--- src/hw/rtl/utf8v_pkg.sv ---
// utf8v_pkg: shared constants, offset type and helpers for the UTF-8 stream checker.
// Depends on nothing; imported by utf8_stream_validator.
`timescale 1ns / 1ps
`default_nettype none

package utf8v_pkg;

  // Width of the byte offset counter (valid range 8..32).
  localparam int unsigned OFFSET_WIDTH = 16;
  localparam int unsigned REPORT_WIDTH = 16;

  typedef logic [OFFSET_WIDTH-1:0] offset_t;
  typedef logic [REPORT_WIDTH-1:0] report_t;
  typedef logic [7:0]              byte_t;

  localparam offset_t OFFSET_MAX = '1;

  // Byte masks and patterns.
  localparam byte_t MASK_C0   = 8'hc0;
  localparam byte_t MASK_E0   = 8'he0;
  localparam byte_t MASK_F0   = 8'hf0;
  localparam byte_t MASK_F8   = 8'hf8;
  localparam byte_t MASK_FE   = 8'hfe;
  localparam byte_t PAT_CONT  = 8'h80;
  localparam byte_t PAT_LEAD2 = 8'hc0;
  localparam byte_t PAT_LEAD3 = 8'he0;
  localparam byte_t PAT_LEAD4 = 8'hf0;
  localparam byte_t PAT_A0    = 8'ha0;
  localparam byte_t PAT_BE    = 8'hbe;

  // Lead and continuation values with extra range rules.
  localparam byte_t LEAD_E0   = 8'he0;
  localparam byte_t LEAD_ED   = 8'hed;
  localparam byte_t LEAD_EF   = 8'hef;
  localparam byte_t LEAD_F0   = 8'hf0;
  localparam byte_t LEAD_F4   = 8'hf4;
  localparam byte_t CONT_8F   = 8'h8f;
  localparam byte_t CONT_BF   = 8'hbf;

  // Low bits of an offset as reported on the result channel (zero-extended if narrower).
  function automatic report_t offset_report(input offset_t off);
    logic [31:0] wide;
    wide = 32'(off);
    return wide[REPORT_WIDTH-1:0];
  endfunction

  // Total length of a sequence from its lead byte: 2, 3 or 4.
  function automatic logic [2:0] seq_length(input byte_t lead);
    logic [2:0] len;
    if ((lead & MASK_E0) == PAT_LEAD2) len = 3'd2;
    else if ((lead & MASK_F0) == PAT_LEAD3) len = 3'd3;
    else len = 3'd4;
    return len;
  endfunction

endpackage

`default_nettype wire

--- src/hw/rtl/utf8_stream_validator.sv ---
// utf8_stream_validator: byte-serial UTF-8 checker with sticky first-error offset.
// Depends on utf8v_pkg for constants, the offset type and decode helpers.
`timescale 1ns / 1ps
`default_nettype none

// Usage
//   Input channel (in_valid/in_ready/in_data_byte): one byte of a string per
//   transaction. A zero byte terminates the string.
//   Result channel (out_valid/out_ready/out_*): exactly one result transaction
//   per input byte, in order. out_string_done marks the terminator's result;
//   out_error_seen/out_error_offset give the verdict so far (offset of the lead
//   byte of the first bad sequence, 0 when clean).
// Timing
//   Two register stages: an input register and a result register. An accepted
//   byte waits in the input register until the result register is free and is
//   then decoded into it, so out_valid is up after that edge. Throughput is
//   one byte per cycle while results are not stalled; the decode between
//   the stages is a handful of byte compares plus the offset increment/saturate.
// Stalls
//   When out_ready is low the result register holds; the input register still
//   fills, so one more byte is taken, then in_ready drops until the result
//   moves. No transaction is dropped or repeated.
// Reset
//   rst_n (synchronous, active low) empties both stages and clears all
//   decoder state; a processed terminator clears the decoder state too.

module utf8_stream_validator
  import utf8v_pkg::*;
(
  input  wire logic  clk,
  input  wire logic  rst_n,
  input  wire logic  in_valid,
  output logic       in_ready,
  input  wire byte_t in_data_byte,
  output logic       out_valid,
  input  wire logic  out_ready,
  output logic       out_string_done,
  output logic       out_error_seen,
  output report_t    out_error_offset
);

  // ---------------------------------------------------------------- stages
  logic    s1_valid_r, s1_valid_nxt;
  byte_t   s1_byte_r;
  logic    out_valid_r, out_valid_nxt;
  logic    done_r, done_nxt;
  logic    err_out_r, err_out_nxt;
  report_t err_off_out_r, err_off_out_nxt;

  logic    out_free;   // result register can take a new value this cycle
  logic    s1_adv;     // stage 1 byte is decoded and moves to the result register
  logic    in_fire;

  // ---------------------------------------------------------------- decoder state
  offset_t    byte_offset_r, byte_offset_nxt;
  logic [1:0] pending_r, pending_nxt;
  byte_t      lead_r, lead_nxt;
  byte_t      second_r, second_nxt;
  offset_t    lead_off_r, lead_off_nxt;
  logic       err_r, err_nxt;
  offset_t    first_off_r, first_off_nxt;

  assign out_free = !out_valid_r || out_ready;
  assign s1_adv   = s1_valid_r && out_free;
  assign in_ready = !s1_valid_r || out_free;
  assign in_fire  = in_valid && in_ready;

  // Per-byte decode: one sequence step against the stored lead/second byte.
  logic [2:0] len;
  logic [2:0] pos;
  logic       cont_bad;
  logic       raise;
  offset_t    raise_off;
  byte_t      b;

  always_comb begin
    b               = s1_byte_r;
    len             = seq_length(lead_r);
    pos             = len - {1'b0, pending_r};
    raise           = 1'b0;
    raise_off       = byte_offset_r;
    cont_bad        = 1'b0;

    byte_offset_nxt = byte_offset_r;
    pending_nxt     = pending_r;
    lead_nxt        = lead_r;
    second_nxt      = second_r;
    lead_off_nxt    = lead_off_r;
    err_nxt         = err_r;
    first_off_nxt   = first_off_r;

    done_nxt        = done_r;
    err_out_nxt     = err_out_r;
    err_off_out_nxt = err_off_out_r;

    if (b == 8'h00) begin
      // Terminator: a sequence left open is an error at its lead byte.
      done_nxt        = 1'b1;
      err_out_nxt     = err_r || (pending_r != 2'd0);
      err_off_out_nxt = err_r ? offset_report(first_off_r)
                      : ((pending_r != 2'd0) ? offset_report(lead_off_r) : '0);
      byte_offset_nxt = '0;
      pending_nxt     = 2'd0;
      lead_nxt        = '0;
      second_nxt      = '0;
      lead_off_nxt    = '0;
      err_nxt         = 1'b0;
      first_off_nxt   = '0;
    end else begin
      if (!err_r) begin
        if (pending_r == 2'd0) begin
          if (!b[7]) begin
            // ASCII
          end else if ((b & MASK_E0) == PAT_LEAD2) begin
            if ((b & MASK_FE) == PAT_LEAD2) begin
              raise = 1'b1;  // overlong two-byte lead C0/C1
            end else begin
              lead_nxt     = b;
              second_nxt   = '0;
              pending_nxt  = 2'd1;
              lead_off_nxt = byte_offset_r;
            end
          end else if ((b & MASK_F0) == PAT_LEAD3) begin
            lead_nxt     = b;
            second_nxt   = '0;
            pending_nxt  = 2'd2;
            lead_off_nxt = byte_offset_r;
          end else if ((b & MASK_F8) == PAT_LEAD4) begin
            if (b > LEAD_F4) begin
              raise = 1'b1;
            end else begin
              lead_nxt     = b;
              second_nxt   = '0;
              pending_nxt  = 2'd3;
              lead_off_nxt = byte_offset_r;
            end
          end else begin
            raise = 1'b1;  // stray continuation or F8 and above
          end
        end else begin
          cont_bad  = (b & MASK_C0) != PAT_CONT;
          raise_off = lead_off_r;
          if (pos == 3'd1) begin
            if (lead_r == LEAD_E0 && (b & MASK_E0) == PAT_CONT) cont_bad = 1'b1;
            if (lead_r == LEAD_ED && (b & MASK_E0) == PAT_A0)   cont_bad = 1'b1;
            if (lead_r == LEAD_F0 && (b & MASK_F0) == PAT_CONT) cont_bad = 1'b1;
            if (lead_r == LEAD_F4 && b > CONT_8F)               cont_bad = 1'b1;
            second_nxt = b;
          end else if (pos == 3'd2 && len == 3'd3) begin
            // U+FFFE / U+FFFF
            if (lead_r == LEAD_EF && second_r == CONT_BF && (b & MASK_FE) == PAT_BE)
              cont_bad = 1'b1;
          end
          if (cont_bad) raise = 1'b1;
          else pending_nxt = pending_r - 2'd1;
        end

        if (raise) begin
          err_nxt       = 1'b1;
          first_off_nxt = raise_off;
          pending_nxt   = 2'd0;
        end
      end

      if (byte_offset_r != OFFSET_MAX) byte_offset_nxt = byte_offset_r + 1'b1;

      done_nxt        = 1'b0;
      err_out_nxt     = err_nxt;
      err_off_out_nxt = err_nxt ? offset_report(first_off_nxt) : '0;
    end
  end

  always_comb begin
    s1_valid_nxt  = s1_valid_r;
    out_valid_nxt = out_valid_r;
    if (out_free) out_valid_nxt = s1_valid_r;
    if (in_ready) s1_valid_nxt = in_valid;
  end

  // Control state
  always_ff @(posedge clk) begin
    if (!rst_n) begin
      s1_valid_r    <= 1'b0;
      out_valid_r   <= 1'b0;
      byte_offset_r <= '0;
      pending_r     <= 2'd0;
      lead_r        <= '0;
      second_r      <= '0;
      lead_off_r    <= '0;
      err_r         <= 1'b0;
      first_off_r   <= '0;
    end else begin
      s1_valid_r  <= s1_valid_nxt;
      out_valid_r <= out_valid_nxt;
      if (s1_adv) begin
        byte_offset_r <= byte_offset_nxt;
        pending_r     <= pending_nxt;
        lead_r        <= lead_nxt;
        second_r      <= second_nxt;
        lead_off_r    <= lead_off_nxt;
        err_r         <= err_nxt;
        first_off_r   <= first_off_nxt;
      end
    end
  end

  // Payload registers
  always_ff @(posedge clk) begin
    if (in_fire) begin
      s1_byte_r <= in_data_byte;
    end
    if (s1_adv) begin
      done_r        <= done_nxt;
      err_out_r     <= err_out_nxt;
      err_off_out_r <= err_off_out_nxt;
    end
  end

  assign out_valid        = out_valid_r;
  assign out_string_done  = done_r;
  assign out_error_seen   = err_out_r;
  assign out_error_offset = err_off_out_r;

endmodule

`default_nettype wire
--- config.mk ---
export PLATFORM = sky130hd
export DESIGN_NAME = utf8_stream_validator
export DESIGN_NICKNAME = d
export VERILOG_FILES = /design/src/hw/rtl/utf8v_pkg.sv /design/src/hw/rtl/utf8_stream_validator.sv
export SDC_FILE = /design/constraint.sdc
export NUM_CORES = 1
export LEC_CHECK = 0
export ABC_AREA = 0
export BUFFER_PORTS_ARGS = -buffer_cell sky130_fd_sc_hd__clkbuf_2
export CORE_MARGIN = 4
export CORE_UTILIZATION = 45
export DETAILED_ROUTE_END_ITERATION = 12
export HOLD_SLACK_MARGIN = 0.06
export MAX_ROUTING_LAYER = met4
export SLEW_MARGIN = 20
export SYNTH_ARGS = -nofsm -noshare
export SYNTH_HDL_FRONTEND = slang
export SYNTH_SLANG_ARGS = --single-unit
--- constraint.sdc ---
create_clock -name clk -period 3.75 [get_ports clk]
set_input_delay 0.75 -clock clk [delete_from_list [all_inputs] [get_ports clk]]
set_output_delay 0.75 -clock clk [all_outputs]
set_load 0.05 [all_outputs]
==> metrics.yaml, run 1 <==
ant_nets: 0
worst-endpoint-arrival_ns: 3.53
register_area_mm2: 0.00216
grt_pass1_vias: 3821
clock-root-buffer: "clkbuf_8"
num_vias: 3950
grt-busiest-layer: "met2"
crit_type: "reg2reg"
hold_violations: 0
holdWs_ns: 0.452
grt_util_met1: 0.274
layout-drive-gt1-share: 0.127
min_to: "lead_off_r[4]"
htreeDepth: 3
cts_buffers: 9
ir_drop_uv: 189
fin_crit_sh: 0.881
hold_path_depth: 2
r2r-start: "lead_r[4]"
timing.slew.headroom: 0.472
synth_area_mm2: 0.00477
slew_viol_final: 0
ys_seq_area_frac: 0.453
setup_viol: 0
grt_first_pass_wirelength_um: 19300
chipWidth_um: 111
track_usage: 0.194
total_power_uw: 1960
clock_latency_ns: 0.36
antenna_cells: 0
use_met2: 0.284
antenna_found_initial: 0
synth_warnings: 0
r2r_end: "first_off_r[14]"
cap_violations: 0
overflow: 0
synth_commonest_cells: "dfxtp_1 (69), nand2_1 (60), a21oi_1 (58)"
cp-startpoint: "lead_r[4]"
path_max_fanout: 17
regToRegSetupSlack_ns: 0.45
yosysTopAreaCellShare: 0.289
syn-num-nets: 551
crit_required_ns: 3.97
numPortBuffers: 31
worst_setup_path_end_kind: "register"
p_leak_uw: 0.00185
die_y_um: 111
rsz0062_at_grt: "false"
ys_ff_latch: 95
worst_clock_skew_ns: 0.00922
min_period_ns: 3.30
syn_area_per_cell_um2: 8.91
cts_tree: "built"
fin_nets: 569
ios: 32
grt_max_degree: 36
reg2regPathDepth: 8
dr.pass1.iters: 4
detail_route.iter0.violations: 209
fin_tns_setup_ns: 0
postSynthCellCount: 536
initial_core_util: 0.462
dp_hpwl_um: 7910
design_area_mm2: 0.00524
status: "complete, no violations"
post_cts.repair.setup_buffers: 0
vias_per_cell: 5.68
fill_cells: 978
clkTransAtPathRegs_ns: 0.09
synthFlopType: "dfxtp_1"
clock_path_buffers: 2
cts_num_sinks: 95
synth.area.top_cells: "dfxtp_1 (29%), edfxtp_1 (16%), mux2i_1 (6.7%), a21oi_1 (6.1%), nand2_1 (4.7%)"
drc: 0
coreArea_mm2: 0.0103
cts.repair.resized: 0
async_reset_ff_frac: 0
routabilityCongestion: 0.844
routed_wl_um: 11300
yosysMostFrequentCell: "dfxtp_1"
die_area_mm2: 0.0123
tightest_slew_ns: 0.792
synth_top_area_cell: "dfxtp_1"
p_per_area_mw_per_mm2: 374
start_kind: "register"
min_path_type: "reg2reg"
hold_start: "lead_off_r[4]"
synth_edf_count: 26
grt.met3_usage: 0.0388
fmax_ghz: 0.303
routedWlPerCell_um: 16.3
cts_hold_buf: 0
std_cell_rows: 37
placed_cell_area_mm2: 0.00505
multi_input_area_mm2: 0.00241
syn2layout_area_growth_pct: 9.75
ys_types: 59
==> worst max-delay path: stages (launching register included) <==
cell      delay [ns]
dfxtp_1         0.33
nand4b_1        0.25
ha_1            0.25
fa_1            0.37
or3_1           0.42
a21o_1          0.41
a21oi_1         0.39
o31a_1          0.57
o21ai_0         0.18
==> layout by cell type (no fill, tap or decap), types with 6 or more instances in the layout <==
cell type and n:
nor4_1 7, mux2i_1 32, nand3_1 34, nor3_1 28
a21boi_0 16, xnor2_1 10, nand2b_1 10, nand4_1 7
edfxtp_1 26, o21ai_0 7, clkbuf_2 31, a21oi_1 58
buf_4 14, clkbuf_8 10, or3_1 6, nand2_1 60
dfxtp_1 69, inv_1 8, o32ai_1 15, a22oi_1 17
nor2_1 39
==> worst max path at each step <==
stage	to	slack, ns	depth (start not counted)
floorplan	out_error_offset[5]	0.79	11
global route	first_off_r[10]	0.21	8
global placement	first_off_r[14]	0.62	8
detailed placement	first_off_r[10]	0.45	8
CTS	first_off_r[10]	0.45	8
finish	first_off_r[14]	0.45	8
==> sequential cells by signal, indices dropped and copies added, names as in the netlist <==
| register | count |
|---|---|
| b | 8 |
| byte_offset_r | 16 |
| err_r | 1 |
| first_off_r | 16 |
| lead_off_r | 16 |
| lead_r | 8 |
| out_error_offset | 16 |
| out_error_seen | 1 |
| out_string_done | 1 |
| out_valid | 1 |
| pending_r | 2 |
| s1_valid_r | 1 |
| second_r | 8 |
==> cell type report <==
type,count,share of cell area
clock buffers,13,0.0284
clock inverters,3,0.00836
inverters,10,0.00812
multi-input cells,393,0.460
flip-flops and latches,95,0.413
well taps,136,0.0325
repair buffers,45,0.0497
==> through the flow <==
step	util	instances	worst slack, ns
6_report	0.508	695	0.446
5_1_grt	0.508	695	0.206
4_1_cts	0.508	695	0.446
3_5_place_dp	0.489	679	0.455
3_3_place_gp	0.488	679	0.624
2_1_floorplan	-	536	0.794
==> report_power, final <==
group | total [µW] | switching [µW] | leakage [µW] | internal (µW)
Clock | 673 | 345 | 0.0000976 | 328
Combinational | 194 | 146 | 0.000952 | 47.3
Sequential | 1090 | 18.8 | 0.000798 | 1070
==> per-layer routing <==
| metal | vias up | wire, µm |
|---|---|---|
| met4 | 0 | 113 |
| met2 | 101 | 4980 |
| met1 | 1838 | 5650 |
| met5 | - | 0 |
| met3 | 12 | 574 |
| li1 | 1999 | - |
==> logic make-up after synthesis <==
kind of cell / synth area share
compound gates: 0.182
buf+inv: 0.0440
simple gates: 0.224
fa+ha+maj: 0.00943
mux: 0.0671
xor+xnor: 0.0202
flops: 0.453
Note: power is estimated with default switching activity, not from simulation.
==> inputs of run 2 (changes only) <==
--- a/config.mk
+++ b/config.mk
@@ -12,6 +12,7 @@
 export DETAILED_ROUTE_END_ITERATION = 12
 export HOLD_SLACK_MARGIN = 0.06
 export MAX_ROUTING_LAYER = met4
+export RECOVER_POWER = 25
 export SLEW_MARGIN = 20
 export SYNTH_ARGS = -nofsm -noshare
 export SYNTH_HDL_FRONTEND = slang
==> metrics.yaml, run 2 (synthesis gave the netlist of run 1 again) <==
ant_nets: 0  # unchanged
initial_core_util: 0.462  # unchanged
timing.slew.headroom: 0.471  # about the same
overflow: 0  # unchanged
die_y_um: 111  # unchanged
htreeDepth: 3  # unchanged
setup_viol: 0  # unchanged
utilization: 0.505  # -0.00230
fin_tns_setup_ns: 0  # unchanged
path_max_fanout: 17  # unchanged
die_area_mm2: 0.0123  # unchanged
crit_type: "reg2reg"
drc: 0  # unchanged
cts_tree: "built"
routabilityCongestion: 0.844  # unchanged
routed_wl_um: 11300  # +0.11%
min_path_type: "reg2reg"
post_cts.repair.setup_buffers: 0  # unchanged
grt_pass1_vias: 3821  # unchanged
dr.pass1.iters: 5  # +1
grt_first_pass_wirelength_um: 19300  # unchanged
clock-root-buffer: "clkbuf_8"
min_period_ns: 3.29  # -0.0138 ns
most-common-layout-cells: "dfxtp_1 (69), nand2_1 (60), a21oi_1 (58)"
crit_required_ns: 3.96  # about the same
track_usage: 0.194  # unchanged
clock_latency_ns: 0.36  # about the same
grt_max_degree: 36  # unchanged
detail_route.iter0.violations: 234  # +12%
clock_path_buffers: 2  # unchanged
layout_commonest_cell: "dfxtp_1"
num_vias: 3988  # +0.96%
fill_cells: 993  # +1.5%
fin_nets: 569  # unchanged
cap_violations: 0  # unchanged
fin_crit_sh: 0.877  # -0.00368
p_per_area_mw_per_mm2: 375  # +0.30%
tightest_slew_ns: 0.793  # +0.000664 ns
layout-drive-gt1-share: 0.0930  # -0.0340
ir_drop_uv: 189  # +0.14%
cts.repair.resized: 0  # unchanged
std_cell_rows: 37  # unchanged
dp_hpwl_um: 7910  # unchanged
antenna_cells: 0  # unchanged
worst_clock_skew_ns: 0.00938  # +0.000155 ns
status: "complete, no violations"
reg2regPathDepth: 8  # unchanged
hold_violations: 0  # unchanged
rsz0062_at_grt: "false"
antenna_found_initial: 0  # unchanged
hold_path_depth: 2  # unchanged
start_kind: "register"
cts_buffers: 9  # unchanged
worst_setup_path_end_kind: "register"
fmax_ghz: 0.304  # +0.42%
slew_viol_final: 0  # unchanged
routedWlPerCell_um: 16.3  # +0.11%
ios: 32  # unchanged
clkTransAtPathRegs_ns: 0.09  # about the same
syn2layout_area_growth_pct: 9.25
p_leak_uw: 0.00179  # -3.0%
coreArea_mm2: 0.0103  # unchanged
chipWidth_um: 111  # unchanged
worst-endpoint-arrival_ns: 3.50  # -0.03 ns
numPortBuffers: 31  # unchanged
cts_num_sinks: 95  # unchanged
cts_hold_buf: 0  # unchanged
vias_per_cell: 5.74  # +0.96%
==> run 2: stage by stage <==
| stage | total power, µW | std cells | hold WS [ns] | setup WS (ns) | cell area [µm²] |
|---|---|---|---|---|---|
| detailed placement | 1310 | 679 | 0.442 | 0.455 | 5050 |
| global route | 2040 | 695 | 0.464 | 0.206 | 5220 |
| CTS | 1970 | 695 | 0.454 | 0.446 | 5240 |
| finish | 1950 | 695 | 0.452 | 0.459 | 5220 |
| global placement | 1300 | 679 | 0.437 | 0.624 | 5040 |
| floorplan | 1250 | 536 | 0.431 | 0.794 | 4770 |
==> run 2: layout make-up <==
| type | count | area [µm²] | area share |
|---|---|---|---|
| Inverter | 10 | 42.5 | 0.00816 |
| Clock buffer | 13 | 149 | 0.0285 |
| Multi-Input combinational cell | 393 | 2410 | 0.462 |
| Timing Repair Buffer | 45 | 236 | 0.0453 |
| Sequential cell | 95 | 2160 | 0.414 |
| Clock inverter | 3 | 43.8 | 0.00840 |
| Tap cell | 136 | 170 | 0.0326 |
==> run 2: report_power, final <==
| part | internal [µW] | switching [µW] | leakage [µW] |
|---|---|---|---|
| logic | 44.9 | 146 | 0.000896 |
| clock network | 328 | 344 | 0.0000976 |
| registers | 1070 | 18.7 | 0.000798 |
| total | 1450 | 509 | 0.00179 |
==> run 2: critical path, cell delays in order (launching register included) <==
cell,delay [ns]
dfxtp_1,0.33
nand4b_1,0.25
ha_1,0.25
fa_1,0.37
or3_1,0.42
a21o_1,0.41
a21oi_1,0.39
o31a_1,0.57
o32ai_1,0.17
==> run 2: path summary, 6_finish.rpt <==
kind / from / endpoint / slack [ns]
worst max-delay path: lead_r[4] / first_off_r[10] / 0.46
worst min-delay path: lead_off_r[15] / lead_off_r[15] / 0.45
worst max register to register: lead_r[4] / first_off_r[10] / 0.46
worst min register to register: lead_off_r[15] / lead_off_r[15] / 0.45
==> run 2: layer usage <==
layer	part of all wire	vias up	track usage
met1	0.50	1850	0.274
met5	0	-	-
met2	0.44	125	0.284
li1	-	2001	-
met4	0.010	0	0.0550
met3	0.058	12	0.0388
==> inputs of run 3 (changes only) <==
--- a/config.mk
+++ b/config.mk
@@ -7,6 +7,7 @@
 export LEC_CHECK = 0
 export ABC_AREA = 0
 export BUFFER_PORTS_ARGS = -buffer_cell sky130_fd_sc_hd__clkbuf_2
+export CORE_ASPECT_RATIO = 0.75
 export CORE_MARGIN = 4
 export CORE_UTILIZATION = 45
 export DETAILED_ROUTE_END_ITERATION = 12
==> metrics.yaml, run 3 (synthesis gave the netlist of run 1 again) <==
antenna_found_initial: 0  # unchanged
min_period_ns: 3.29  # +0.00205 ns
routedWlPerCell_um: 17.3  # +6.1%
hold_violations: 0  # unchanged
initial_core_util: 0.462  # about the same
p_per_area_mw_per_mm2: 425  # +13%
fmax_ghz: 0.304  # about the same
cap_violations: 0  # unchanged
dpl_worst_slack_ns: 0.520  # +0.0658 ns
crit_type: "reg2reg"
path_max_fanout: 17  # unchanged
most-common-layout-cells: "dfxtp_1 (69), nand2_1 (60), a21oi_1 (58)"
clock_path_buffers: 2  # unchanged
num_vias: 4043  # +1.4%
cts.repair.resized: 0  # unchanged
routabilityCongestion: 0.891  # +5.6%
std_cell_rows: 32  # -14%
tightest_slew_ns: 0.828  # +0.0349 ns
die_y_um: 97.2  # -12%
fin_nets: 569  # unchanged
timing.slew.headroom: 0.448  # -0.0233
postLayoutSetupSlackWorst_ns: 0.457  # -0.00205 ns
multi_input_area_mm2: 0.00241  # unchanged
cts_hold_buf: 0  # unchanged
syn2layout_area_growth_pct: 12.1
comb_power_share: 0.086  # -0.012
clock_latency_ns: 0.34  # -0.02 ns
register_area_mm2: 0.00216  # unchanged
placed_cell_area_mm2: 0.00505  # unchanged
worst_clock_skew_ns: 0.00760  # -0.00178 ns
fin_crit_sh: 0.878  # about the same
rsz0062_at_grt: "false"
ant_nets: 0  # unchanged
holdWs_ns: 0.452  # -0.000330 ns
die_area_mm2: 0.0123  # +0.14%
slew_viol_final: 0  # unchanged
grt_max_degree: 37  # +2.8%
ios: 32  # unchanged
crit_required_ns: 3.95  # about the same
cts_buffers: 9  # unchanged
antenna_cells: 0  # unchanged
dp_hpwl_um: 8160  # +3.3%
swShare: 0.247  # -0.0137
clkTransAtPathRegs_ns: 0.06  # -0.03 ns
setup_viol: 0  # unchanged
worst_setup_path_end_kind: "register"
track_usage: 0.200  # +0.00620
seq_power_share: 0.480  # -0.078
fin_tns_setup_ns: 0  # unchanged
post_cts.repair.setup_buffers: 0  # unchanged
cts_num_sinks: 95  # unchanged
grt_first_pass_wirelength_um: 19300  # +0.22%
fill_cells: 981  # -1.2%
routed_wl_um: 12000  # +6.1%
coreArea_mm2: 0.0103  # about the same
status: "complete, no violations"
layout_commonest_cell: "dfxtp_1"
min_path_type: "reg2reg"
vias_per_cell: 5.82  # +1.4%
numPortBuffers: 31  # unchanged
ir_drop_uv: 203  # +7.4%
p_int_uw: 1710  # +18%
dr.pass1.iters: 5  # unchanged
start_kind: "register"
p_clk_frac: 0.434  # +0.090
design_area_mm2: 0.00535  # +2.6%
htreeDepth: 3  # unchanged
chipWidth_um: 127  # +14%
detail_route.iter0.violations: 450  # +92%
worst-endpoint-arrival_ns: 3.50  # about the same
drc: 0  # unchanged
p_leak_uw: 0.00186  # +3.7%
grt_pass1_vias: 3654  # -4.4%
overflow: 0  # unchanged
cts_tree: "built"
clock-root-buffer: "clkbuf_16"
p_switching_uw: 561  # +10%
layout-drive-gt1-share: 0.0984  # +0.00537
run 3: cell count changes in the layout (fill, tap and decap cells not counted), sizes merged:
cell | before | now
inv | 8 | 9
clkbuf | 44 | 43
run 3: per-layer routing:
metal,GRT usage,share of wire,vias to the layer above
met2,0.263,0.41,135
li1,-,-,1999
met1,0.307,0.51,1897
met5,-,0,-
met3,0.0418,0.072,12
met4,0.0577,0.010,0
run 3: cell type report:
class | count | share of cell area
clock buffer | 12 | 0.0519
sequential | 95 | 0.404
inverter | 10 | 0.00795
multi-input combinational | 393 | 0.451
timing repair buffer | 45 | 0.0442
tap | 136 | 0.0318
clock inverter | 4 | 0.00912
run 3: power by group through the flow:
| stage | combinational, µW | clock (µW) | sequential [µW] |
|---|---|---|---|
| floorplan | 112 | 0 | 1140 |
| global placement | 193 | 0 | 1110 |
| detailed placement | 197 | 0 | 1110 |
| CTS | 197 | 1010 | 1090 |
| global route | 209 | 1050 | 1090 |
| finish | 196 | 986 | 1090 |
run 3: per-stage QoR:
step | cells | util | power, µW
2_1_floorplan | 536 | - | 1250
3_3_place_gp | 679 | 0.488 | 1310
5_1_grt | 695 | 0.518 | 2360
6_report | 695 | 0.518 | 2270
4_1_cts | 695 | 0.520 | 2300
3_5_place_dp | 679 | 0.489 | 1310
run 3: critical path, cell delays in order, from the launching register on:
cell and delay, ns:
dfxtp_1 0.33, nand4b_1 0.26, ha_1 0.26, fa_1 0.37, or3_1 0.43, a21o_1 0.40
a21oi_1 0.21, buf_4 0.17, o31a_1 0.53, o21ai_0 0.18
run 3: path summary, 6_finish.rpt:
path / start / end / slack, ns / cells past startpoint
worst max-delay path: lead_r[4] / first_off_r[14] / 0.46 / 9
worst min-delay path: lead_off_r[10] / lead_off_r[10] / 0.45 / 2
worst max register to register: lead_r[4] / first_off_r[14] / 0.46 / 9
worst min register to register: lead_off_r[10] / lead_off_r[10] / 0.45 / 2
